File: src/rtl/bfgl_pkg.sv
// Package for the bitmap font glyph layout block.
// Holds character codes, field widths and the command and status structs
// shared by the controller, the datapath and the top level.
package bfgl_pkg;

    localparam int CHAR_W      = 8;
    localparam int COORD_W     = 16;
    localparam int SIZE_W      = 8;
    localparam int SCALE_W     = 12;
    localparam int IDX_W       = 7;
    localparam int REG_IDX_W   = 2;
    localparam int CFG_DATA_W  = 12;
    localparam int DIV_STEPS   = IDX_W;
    localparam int STEP_CNT_W  = 3;

    localparam int S_DATA_W    = CHAR_W + 2 * COORD_W;
    localparam int M_DATA_W    = 6 * COORD_W + 2 * SIZE_W;

    localparam logic [CHAR_W-1:0] FIRST_CHAR   = 8'd32;
    localparam logic [CHAR_W-1:0] LAST_CHAR    = 8'd126;
    localparam logic [CHAR_W-1:0] NEWLINE_CODE = 8'd10;

    localparam logic [REG_IDX_W-1:0] REG_GLYPH_WIDTH   = 2'd0;
    localparam logic [REG_IDX_W-1:0] REG_GLYPH_HEIGHT  = 2'd1;
    localparam logic [REG_IDX_W-1:0] REG_ATLAS_COLUMNS = 2'd2;
    localparam logic [REG_IDX_W-1:0] REG_SCALE         = 2'd3;

    localparam logic [SIZE_W-1:0]  RST_GLYPH_WIDTH   = 8'd8;
    localparam logic [SIZE_W-1:0]  RST_GLYPH_HEIGHT  = 8'd8;
    localparam logic [SIZE_W-1:0]  RST_ATLAS_COLUMNS = 8'd16;
    localparam logic [SCALE_W-1:0] RST_SCALE         = 12'd256;

    typedef struct packed {
        logic load;
        logic div_step;
        logic mul;
        logic apply;
    } bfgl_cmd_t;

    typedef struct packed {
        logic printable;
        logic out_free;
    } bfgl_sts_t;

endpackage

File: src/rtl/bfgl_ctrl.sv
// Controller state machine of the bitmap font glyph layout block.
// Sequences accept, divider steps, multiply and apply; uses bfgl_pkg.
module bfgl_ctrl (
    input  logic                  clk,
    input  logic                  rst_n,
    input  logic                  in_valid,
    output logic                  in_ready,
    input  bfgl_pkg::bfgl_sts_t   sts,
    output bfgl_pkg::bfgl_cmd_t   cmd
);
    import bfgl_pkg::*;

    localparam logic [1:0] ST_IDLE  = 2'd0;
    localparam logic [1:0] ST_DIV   = 2'd1;
    localparam logic [1:0] ST_MUL   = 2'd2;
    localparam logic [1:0] ST_APPLY = 2'd3;

    logic [1:0]            state_reg;
    logic [1:0]            state_next;
    logic [STEP_CNT_W-1:0] cnt_reg;
    logic [STEP_CNT_W-1:0] cnt_next;

    always_comb
    begin
        state_next = state_reg;
        cnt_next   = cnt_reg;
        cmd        = '0;
        in_ready   = 1'b0;
        case (state_reg)
            ST_IDLE:
            begin
                in_ready = 1'b1;
                if (in_valid)
                begin
                    cmd.load   = 1'b1;
                    cnt_next   = '0;
                    state_next = ST_DIV;
                end
            end
            ST_DIV:
            begin
                cmd.div_step = 1'b1;
                cnt_next     = cnt_reg + 1'b1;
                if (cnt_reg == STEP_CNT_W'(DIV_STEPS - 1))
                begin
                    state_next = ST_MUL;
                end
            end
            ST_MUL:
            begin
                cmd.mul    = 1'b1;
                state_next = ST_APPLY;
            end
            ST_APPLY:
            begin
                if (!sts.printable || sts.out_free)
                begin
                    cmd.apply  = 1'b1;
                    state_next = ST_IDLE;
                end
            end
            default:
            begin
                state_next = ST_IDLE;
            end
        endcase
    end

    always_ff @(posedge clk or negedge rst_n)
    begin
        if (!rst_n)
        begin
            state_reg <= ST_IDLE;
            cnt_reg   <= '0;
        end
        else
        begin
            state_reg <= state_next;
            cnt_reg   <= cnt_next;
        end
    end

endmodule

File: src/rtl/bfgl_dp.sv
// Datapath of the bitmap font glyph layout block: configuration registers,
// pen state, shift-subtract divider, multipliers and output register.
// Uses bfgl_pkg; driven by bfgl_ctrl commands.
module bfgl_dp (
    input  logic                              clk,
    input  logic                              rst_n,
    input  logic                              cfg_we,
    input  logic [bfgl_pkg::REG_IDX_W-1:0]    cfg_index,
    input  logic [bfgl_pkg::CFG_DATA_W-1:0]   cfg_data,
    input  logic [bfgl_pkg::S_DATA_W-1:0]     in_data,
    input  logic                              in_start,
    output logic                              out_valid,
    input  logic                              out_ready,
    output logic [bfgl_pkg::M_DATA_W-1:0]     out_data,
    input  bfgl_pkg::bfgl_cmd_t               cmd,
    output bfgl_pkg::bfgl_sts_t               sts
);
    import bfgl_pkg::*;

    logic [SIZE_W-1:0]   gw_reg;
    logic [SIZE_W-1:0]   gh_reg;
    logic [SIZE_W-1:0]   cols_reg;
    logic [SCALE_W-1:0]  scale_reg;

    logic signed [COORD_W-1:0] pen_x_reg;
    logic signed [COORD_W-1:0] pen_y_reg;
    logic signed [COORD_W-1:0] line_x_reg;
    logic signed [COORD_W-1:0] pen_x_next;
    logic signed [COORD_W-1:0] pen_y_next;
    logic signed [COORD_W-1:0] line_x_next;

    logic [CHAR_W-1:0]   char_reg;
    logic [SIZE_W-1:0]   div_reg;
    logic [SIZE_W-1:0]   rem_reg;
    logic [IDX_W-1:0]    quo_reg;
    logic [SIZE_W:0]     trial;
    logic [SIZE_W:0]     diff;

    logic [COORD_W-1:0]  sw_reg;
    logic [COORD_W-1:0]  sh_reg;
    logic [COORD_W-1:0]  src_x_reg;
    logic [COORD_W-1:0]  src_y_reg;
    logic [SIZE_W+SCALE_W-1:0] sw_prod;
    logic [SIZE_W+SCALE_W-1:0] sh_prod;

    logic                 out_valid_reg;
    logic [M_DATA_W-1:0]  out_data_reg;

    logic is_nl;
    logic is_sp;
    logic is_pr;
    logic [CHAR_W-1:0]    in_char;
    logic [CHAR_W-1:0]    in_idx;
    logic signed [COORD_W+1:0] x_sum;
    logic signed [COORD_W+1:0] y_sum;
    logic signed [COORD_W-1:0] x_sat;
    logic signed [COORD_W-1:0] y_sat;

    function automatic logic signed [COORD_W-1:0] sat16(input logic signed [COORD_W+1:0] v);
        logic signed [COORD_W+1:0] hi;
        logic signed [COORD_W+1:0] lo;
        hi = (COORD_W+2)'(32767);
        lo = -(COORD_W+2)'(32768);
        if (v > hi)
        begin
            return 16'sh7FFF;
        end
        else if (v < lo)
        begin
            return 16'sh8000;
        end
        return v[COORD_W-1:0];
    endfunction

    assign in_char = in_data[CHAR_W-1:0];
    assign in_idx  = in_char - FIRST_CHAR;

    assign is_nl = (char_reg == NEWLINE_CODE);
    assign is_sp = !is_nl && (char_reg == FIRST_CHAR);
    assign is_pr = !is_nl && (char_reg > FIRST_CHAR) && (char_reg <= LAST_CHAR);

    assign trial = {rem_reg, quo_reg[IDX_W-1]};
    assign diff  = trial - {1'b0, div_reg};

    assign sw_prod = SIZE_W'(gw_reg) * (SIZE_W+SCALE_W)'(scale_reg);
    assign sh_prod = SIZE_W'(gh_reg) * (SIZE_W+SCALE_W)'(scale_reg);

    assign x_sum = {{2{pen_x_reg[COORD_W-1]}}, pen_x_reg} + {2'b00, sw_reg};
    assign y_sum = {{2{pen_y_reg[COORD_W-1]}}, pen_y_reg} + {2'b00, sh_reg};
    assign x_sat = sat16(x_sum);
    assign y_sat = sat16(y_sum);

    assign sts.printable = is_pr;
    assign sts.out_free  = !out_valid_reg || out_ready;
    assign out_valid     = out_valid_reg;
    assign out_data      = out_data_reg;

    always_comb
    begin
        pen_x_next  = pen_x_reg;
        pen_y_next  = pen_y_reg;
        line_x_next = line_x_reg;
        if (cmd.load && in_start)
        begin
            pen_x_next  = in_data[CHAR_W +: COORD_W];
            line_x_next = in_data[CHAR_W +: COORD_W];
            pen_y_next  = in_data[CHAR_W+COORD_W +: COORD_W];
        end
        else if (cmd.apply)
        begin
            if (is_nl)
            begin
                pen_x_next = line_x_reg;
                pen_y_next = y_sat;
            end
            else if (is_sp || is_pr)
            begin
                pen_x_next = x_sat;
            end
        end
    end

    always_ff @(posedge clk or negedge rst_n)
    begin
        if (!rst_n)
        begin
            gw_reg        <= RST_GLYPH_WIDTH;
            gh_reg        <= RST_GLYPH_HEIGHT;
            cols_reg      <= RST_ATLAS_COLUMNS;
            scale_reg     <= RST_SCALE;
            pen_x_reg     <= '0;
            pen_y_reg     <= '0;
            line_x_reg    <= '0;
            out_valid_reg <= 1'b0;
        end
        else
        begin
            if (cfg_we)
            begin
                case (cfg_index)
                    REG_GLYPH_WIDTH:   gw_reg    <= cfg_data[SIZE_W-1:0];
                    REG_GLYPH_HEIGHT:  gh_reg    <= cfg_data[SIZE_W-1:0];
                    REG_ATLAS_COLUMNS: cols_reg  <= cfg_data[SIZE_W-1:0];
                    REG_SCALE:         scale_reg <= cfg_data[SCALE_W-1:0];
                    default:           gw_reg    <= gw_reg;
                endcase
            end
            pen_x_reg  <= pen_x_next;
            pen_y_reg  <= pen_y_next;
            line_x_reg <= line_x_next;
            if (cmd.apply && is_pr)
            begin
                out_valid_reg <= 1'b1;
            end
            else if (out_ready)
            begin
                out_valid_reg <= 1'b0;
            end
        end
    end

    always_ff @(posedge clk)
    begin
        if (cmd.load)
        begin
            char_reg <= in_char;
            quo_reg  <= in_idx[IDX_W-1:0];
            rem_reg  <= '0;
            div_reg  <= (cols_reg == '0) ? SIZE_W'(1) : cols_reg;
        end
        else if (cmd.div_step)
        begin
            if (!diff[SIZE_W])
            begin
                rem_reg <= diff[SIZE_W-1:0];
                quo_reg <= {quo_reg[IDX_W-2:0], 1'b1};
            end
            else
            begin
                rem_reg <= trial[SIZE_W-1:0];
                quo_reg <= {quo_reg[IDX_W-2:0], 1'b0};
            end
        end
        if (cmd.mul)
        begin
            sw_reg    <= sw_prod[SIZE_W+SCALE_W-1:4];
            sh_reg    <= sh_prod[SIZE_W+SCALE_W-1:4];
            src_x_reg <= COORD_W'(rem_reg[IDX_W-1:0]) * COORD_W'(gw_reg);
            src_y_reg <= COORD_W'(quo_reg) * COORD_W'(gh_reg);
        end
        if (cmd.apply && is_pr)
        begin
            out_data_reg <= {sh_reg, sw_reg, pen_y_reg, pen_x_reg,
                             gh_reg, gw_reg, src_y_reg, src_x_reg};
        end
    end

endmodule

File: src/rtl/bitmap_font_glyph_layout_top.sv
// Top level of the bitmap font glyph layout block.
// Joins bfgl_ctrl and bfgl_dp; uses bfgl_pkg.
//
// The block takes one text character per input beat and keeps a pen cursor
// and a line start in signed Q12.4. A printable character produces one
// output beat with its atlas source rectangle and its scaled screen
// rectangle; newline and space only move the pen, and other codes do nothing.
// Input beats arrive on s_t*, with start_of_text on s_tuser, which loads the
// origin before the character is handled. Results leave on m_t*.
// Registers are to be written through cfg_we, cfg_index and cfg_data only
// while the block is idle; the block itself does not enforce this.
// Each character passes through an accept step, seven steps of the
// shift-subtract divider for atlas row and column, a step for the multipliers
// and a step to update the pen and load the output register. The next beat
// may be accepted while a result still waits in the output register; if the
// receiver stalls, the following printable character waits in its final step
// until the register frees. Reset clears the pen, the line start and the
// output valid and loads the register defaults.
module bitmap_font_glyph_layout_top (
    input  logic                               clk,
    input  logic                               rst_n,
    input  logic                               s_tvalid,
    output logic                               s_tready,
    // char_code [7:0], origin_x [23:8], origin_y [39:24]
    input  logic [bfgl_pkg::S_DATA_W-1:0]      s_tdata,
    // start_of_text [0]
    input  logic                               s_tuser,
    output logic                               m_tvalid,
    input  logic                               m_tready,
    // src_x [15:0], src_y [31:16], src_w [39:32], src_h [47:40],
    // dest_x [63:48], dest_y [79:64], dest_w [95:80], dest_h [111:96]
    output logic [bfgl_pkg::M_DATA_W-1:0]      m_tdata,
    input  logic                               cfg_we,
    input  logic [bfgl_pkg::REG_IDX_W-1:0]     cfg_index,
    input  logic [bfgl_pkg::CFG_DATA_W-1:0]    cfg_data
);
    import bfgl_pkg::*;

    bfgl_cmd_t cmd;
    bfgl_sts_t sts;

    bfgl_ctrl u_ctrl (
        .clk      (clk),
        .rst_n    (rst_n),
        .in_valid (s_tvalid),
        .in_ready (s_tready),
        .sts      (sts),
        .cmd      (cmd)
    );

    bfgl_dp u_dp (
        .clk       (clk),
        .rst_n     (rst_n),
        .cfg_we    (cfg_we),
        .cfg_index (cfg_index),
        .cfg_data  (cfg_data),
        .in_data   (s_tdata),
        .in_start  (s_tuser),
        .out_valid (m_tvalid),
        .out_ready (m_tready),
        .out_data  (m_tdata),
        .cmd       (cmd),
        .sts       (sts)
    );

endmodule
File: config.mk
export PLATFORM = sky130hd
export DESIGN_NAME = bitmap_font_glyph_layout_top
export DESIGN_NICKNAME = d
export VERILOG_FILES = /design/src/rtl/bfgl_pkg.sv /design/src/rtl/bfgl_ctrl.sv /design/src/rtl/bfgl_dp.sv /design/src/rtl/bitmap_font_glyph_layout_top.sv
export SDC_FILE = /design/constraint.sdc
export NUM_CORES = 1
export LEC_CHECK = 0
export ABC_AREA = 1
export CELL_PAD_IN_SITES_DETAIL_PLACEMENT = 1
export CELL_PAD_IN_SITES_GLOBAL_PLACEMENT = 2
export CORE_MARGIN = 3
export CORE_UTILIZATION = 37
export CTS_CLUSTER_SIZE = 12
export DETAILED_ROUTE_END_ITERATION = 10
export DONT_BUFFER_PORTS = 1
export PLACE_DENSITY = 0.86
export SLEW_MARGIN = 10
export SYNTH_ARGS = -nofsm -noshare
export SYNTH_HDL_FRONTEND = slang
export SYNTH_SLANG_ARGS = --single-unit
File: constraint.sdc
create_clock -name clk -period 4.8 [get_ports clk]
set_input_delay 0.48 -clock clk [delete_from_list [all_inputs] [get_ports clk]]
set_output_delay 0.48 -clock clk [all_outputs]
set_load 0.01 [all_outputs]
==> results.toml <==
[die]
die_x_um = 254
start_util = 0.375
num_rows = 90
core-area_mm2 = 0.0605
dieArea_mm2 = 0.0644
die_h_um = 254
io_pins = 174

[global_routing]
grt_pass1_vias = 17937
antenna_found_initial = 4
grtUsageTotal = 0.186
grt_remaining_overflow = 0
grt_max_degree = 91
grt_pass1_wl_um = 95500

[clock_tree]
cts_max_path_buffers = 3
ctsHtreeMaxLevel = 2
cts_buffers = 36
clock-root-buffer = "clkbuf_16"
tritoncts = "yes"
cts_sinks = 293
insertion_delay_ps = 540
clk_pin_slew_ps = 60

[detailed_routing]
met2WireLength_um = 28100
wl_met3_um = 2890
wl_um = 58700
vias_per_cell = 4.86
wl_met1_um = 26400
dr_total_vias = 16361
drtIter0Drc = 684
highest_layer = "met5"
drt-wirelength-per-cell_um = 17.5
antenna_left = 0
firstDrtPassIters = 5
drc = 0

[setup_path]
cp-endpoint = "u_dp.sw_reg[15]$_DFFE_PP_"
cp_max_fo = 14
startpoint_type = "register"
crit_required_ps = 5080
timing.rr.start = "u_dp.gw_reg[3]$_DFFE_PN1P_"
cp-startpoint = "u_dp.gw_reg[3]$_DFFE_PN1P_"
critPathArrivalTime_ps = 4860
endpoint_kind = "register"
rrSetupSlack_ps = 220
r2r-end = "u_dp.sw_reg[15]$_DFFE_PP_"
worstSetupPathType = "reg2reg"
rr_worst_depth = 16

[placement]
gp_congestion = 0.880
dp.cells = 3279
port_buffers = 0
place_area_mm2 = 0.0237
hpwl_um = 46100

[synthesis]
ys_warn_count = 0
seq_area_frac_synth = 0.364
yosysMostFrequentCell = "nand2_1"
netlist_area_mm2 = 0.0227
synth_top_area_cell = "edfxtp_1"
synthFlopType = "edfxtp_1"
post-synth-top-area-fraction = 0.258
syn_inst = 2544
ys_types = 52
syn_avg_cell_area_um2 = 8.92
synth_common_cells = "nand2_1, inv_1, edfxtp_1, ha_1, fa_1"
ys_seq_elements = 293
async_reset_ff_frac = 0.307
synth_edf_count = 195
synthTopCellsByArea = "edfxtp_1, fa_1, nand2_1, ha_1, dfrtp_1"

[pwr]
power.density_mw_per_mm2 = 724
ir_worst_vdd_v = 0.000345
p_leak_uw = 0.0131

[cells_and_area]
fin_area_mm2 = 0.0252
syn_to_final_growth_pct = 10.9
fin_cells = 3366
largest_reg_flops = 110
final_nets = 2986
drive_gt1_frac = 0.0906
utilization = 0.416

[sta]
fmax_mhz = 218
min_period_over_period = 0.954
worstMarginPinSlew_ps = 946
clock_skew_ps = 13.1
timing.hold.ws_ps = 42.5
relSlewSlack = 0.369
report.final.slew_viol_count = 0
post-route-min-period_ps = 4580
setup_violations = 0
hold_viol = 0

[run]
cap_violations = 0

[status]
status = "complete, no violations"

[worst_hold_path]
hold_path_class = "in2reg"
-- power by group --
group	total (uW)	switching [uW]	leakage [uW]	internal (uW)
clock network	2740	1080	0.000576	1660
logic	10500	6590	0.00957	3950
registers	4950	866	0.00296	4080
total	18200	8530	0.0131	9690
-- kinds of logic (layout without fill, tap and decap cells) --
| family | Yosys count | count (layout) | share of synthesized area |
|---|---|---|---|
| adder cells (fa/ha/maj) | 369 | 369 | 0.263 |
| AO/OA/AOI/OAI | 265 | 265 | 0.0664 |
| AND/OR/NAND/NOR | 914 | 914 | 0.167 |
| multiplexers | 4 | 4 | 0.00198 |
| flip-flops | 293 | 293 | 0.364 |
| XOR/XNOR | 84 | 84 | 0.0324 |
| other | 1 | 3 | 0.000165 |
| buffers and inverters | 614 | 652 | 0.105 |
-- worst min path at each step --
stage | start | end | slack [ps] | cells past startpoint
after detailed placement | rst_n | u_dp.line_x_reg[6]$_DFFE_PN0P_ | 190 | 0
after CTS | m_tready | u_dp.out_valid$_DFFE_PN0P_ | 10 | 1
after global routing | m_tready | u_dp.out_valid$_DFFE_PN0P_ | 40 | 1
after floorplan | rst_n | u_ctrl.cnt_reg[0]$_DFFE_PN0P_ | 180 | 0
after global placement | rst_n | u_dp.line_x_reg[6]$_DFFE_PN0P_ | 190 | 0
final | m_tready | u_dp.out_valid$_DFFE_PN0P_ | 40 | 1
-- layout make-up --
cell class / instances / area (um^2)
fill: 6982 / 35300
multi-input combinational: 1638 / 12100
sequential: 293 / 8310
inverter: 512 / 1920
clock buffer: 50 / 1030
tap: 782 / 978
timing repair buffer: 76 / 654
clock inverter: 14 / 164
antenna: 1 / 2.50
-- cells in the final DEF (no fill, tap or decap), types with 4 or more instances in the layout --
cell type      count
nand2_1          676
inv_1            502
edfxtp_1         195
ha_1             184
fa_1             181
a21oi_1          116
nor2_1            99
o21ai_0           76
dfrtp_1           71
xor2_1            63
buf_4             62
nand3_1           60
clkbuf_16         38
nand2_2           23
xnor2_1           21
a21oi_2           17
dfrtp_2           14
nor3_1            13
nand3_2           13
o21bai_1          10
inv_2              9
o211ai_1           9
clkbuf_1           9
dlygate4sd3_1      9
o21ai_1            8
dfxtp_1            8
a31oi_1            7
a21o_1             6
nand4_1            5
nand2_4            5
o21ai_2            4
nor4_1             4
nor3_2             4
mux2_2             4
-- what timing repair did --
| item | 4_1_cts | 5_1_grt |
|---|---|---|
| setup endpoints to repair | 1 | 18 |
| buffers inserted | 0 | 12 |
| hold endpoints to repair | 98 | 0 |
| pin swaps | 0 | 1 |
| hold buffers | 10 | 0 |
| resized for setup | 2 | 37 |
-- per-stage QoR --
stage / worst slack, ps / power, uW / TNS (ps)
after floorplan: 210 / 12700 / 0
after global placement: 145 / 15100 / 0
after detailed placement: -7.65 / 15500 / -7.65
after CTS: 0.655 / 18400 / 0
after global routing: -6.11 / 20200 / -6.11
final: 219 / 18200 / 0
-- worst max-delay path, stage by stage (launching register included) --
cell	delay [ps]
dfstp_4	720
buf_4	160
nand2_1	60
fa_1	500
fa_1	540
fa_1	500
inv_1	60
fa_1	440
ha_1	350
a21oi_1	210
o21ai_0	130
a21oi_1	180
nand2_1	120
a21oi_1	140
nor2_1	50
nor2_1	100
xor2_1	70
-- layer usage --
metal,global-route usage,vias up
li1,-,7905
met1,0.241,8111
met2,0.318,254
met3,0.0411,85
met4,0.0462,6
met5,0,-
(Power assumes the default switching activity.)
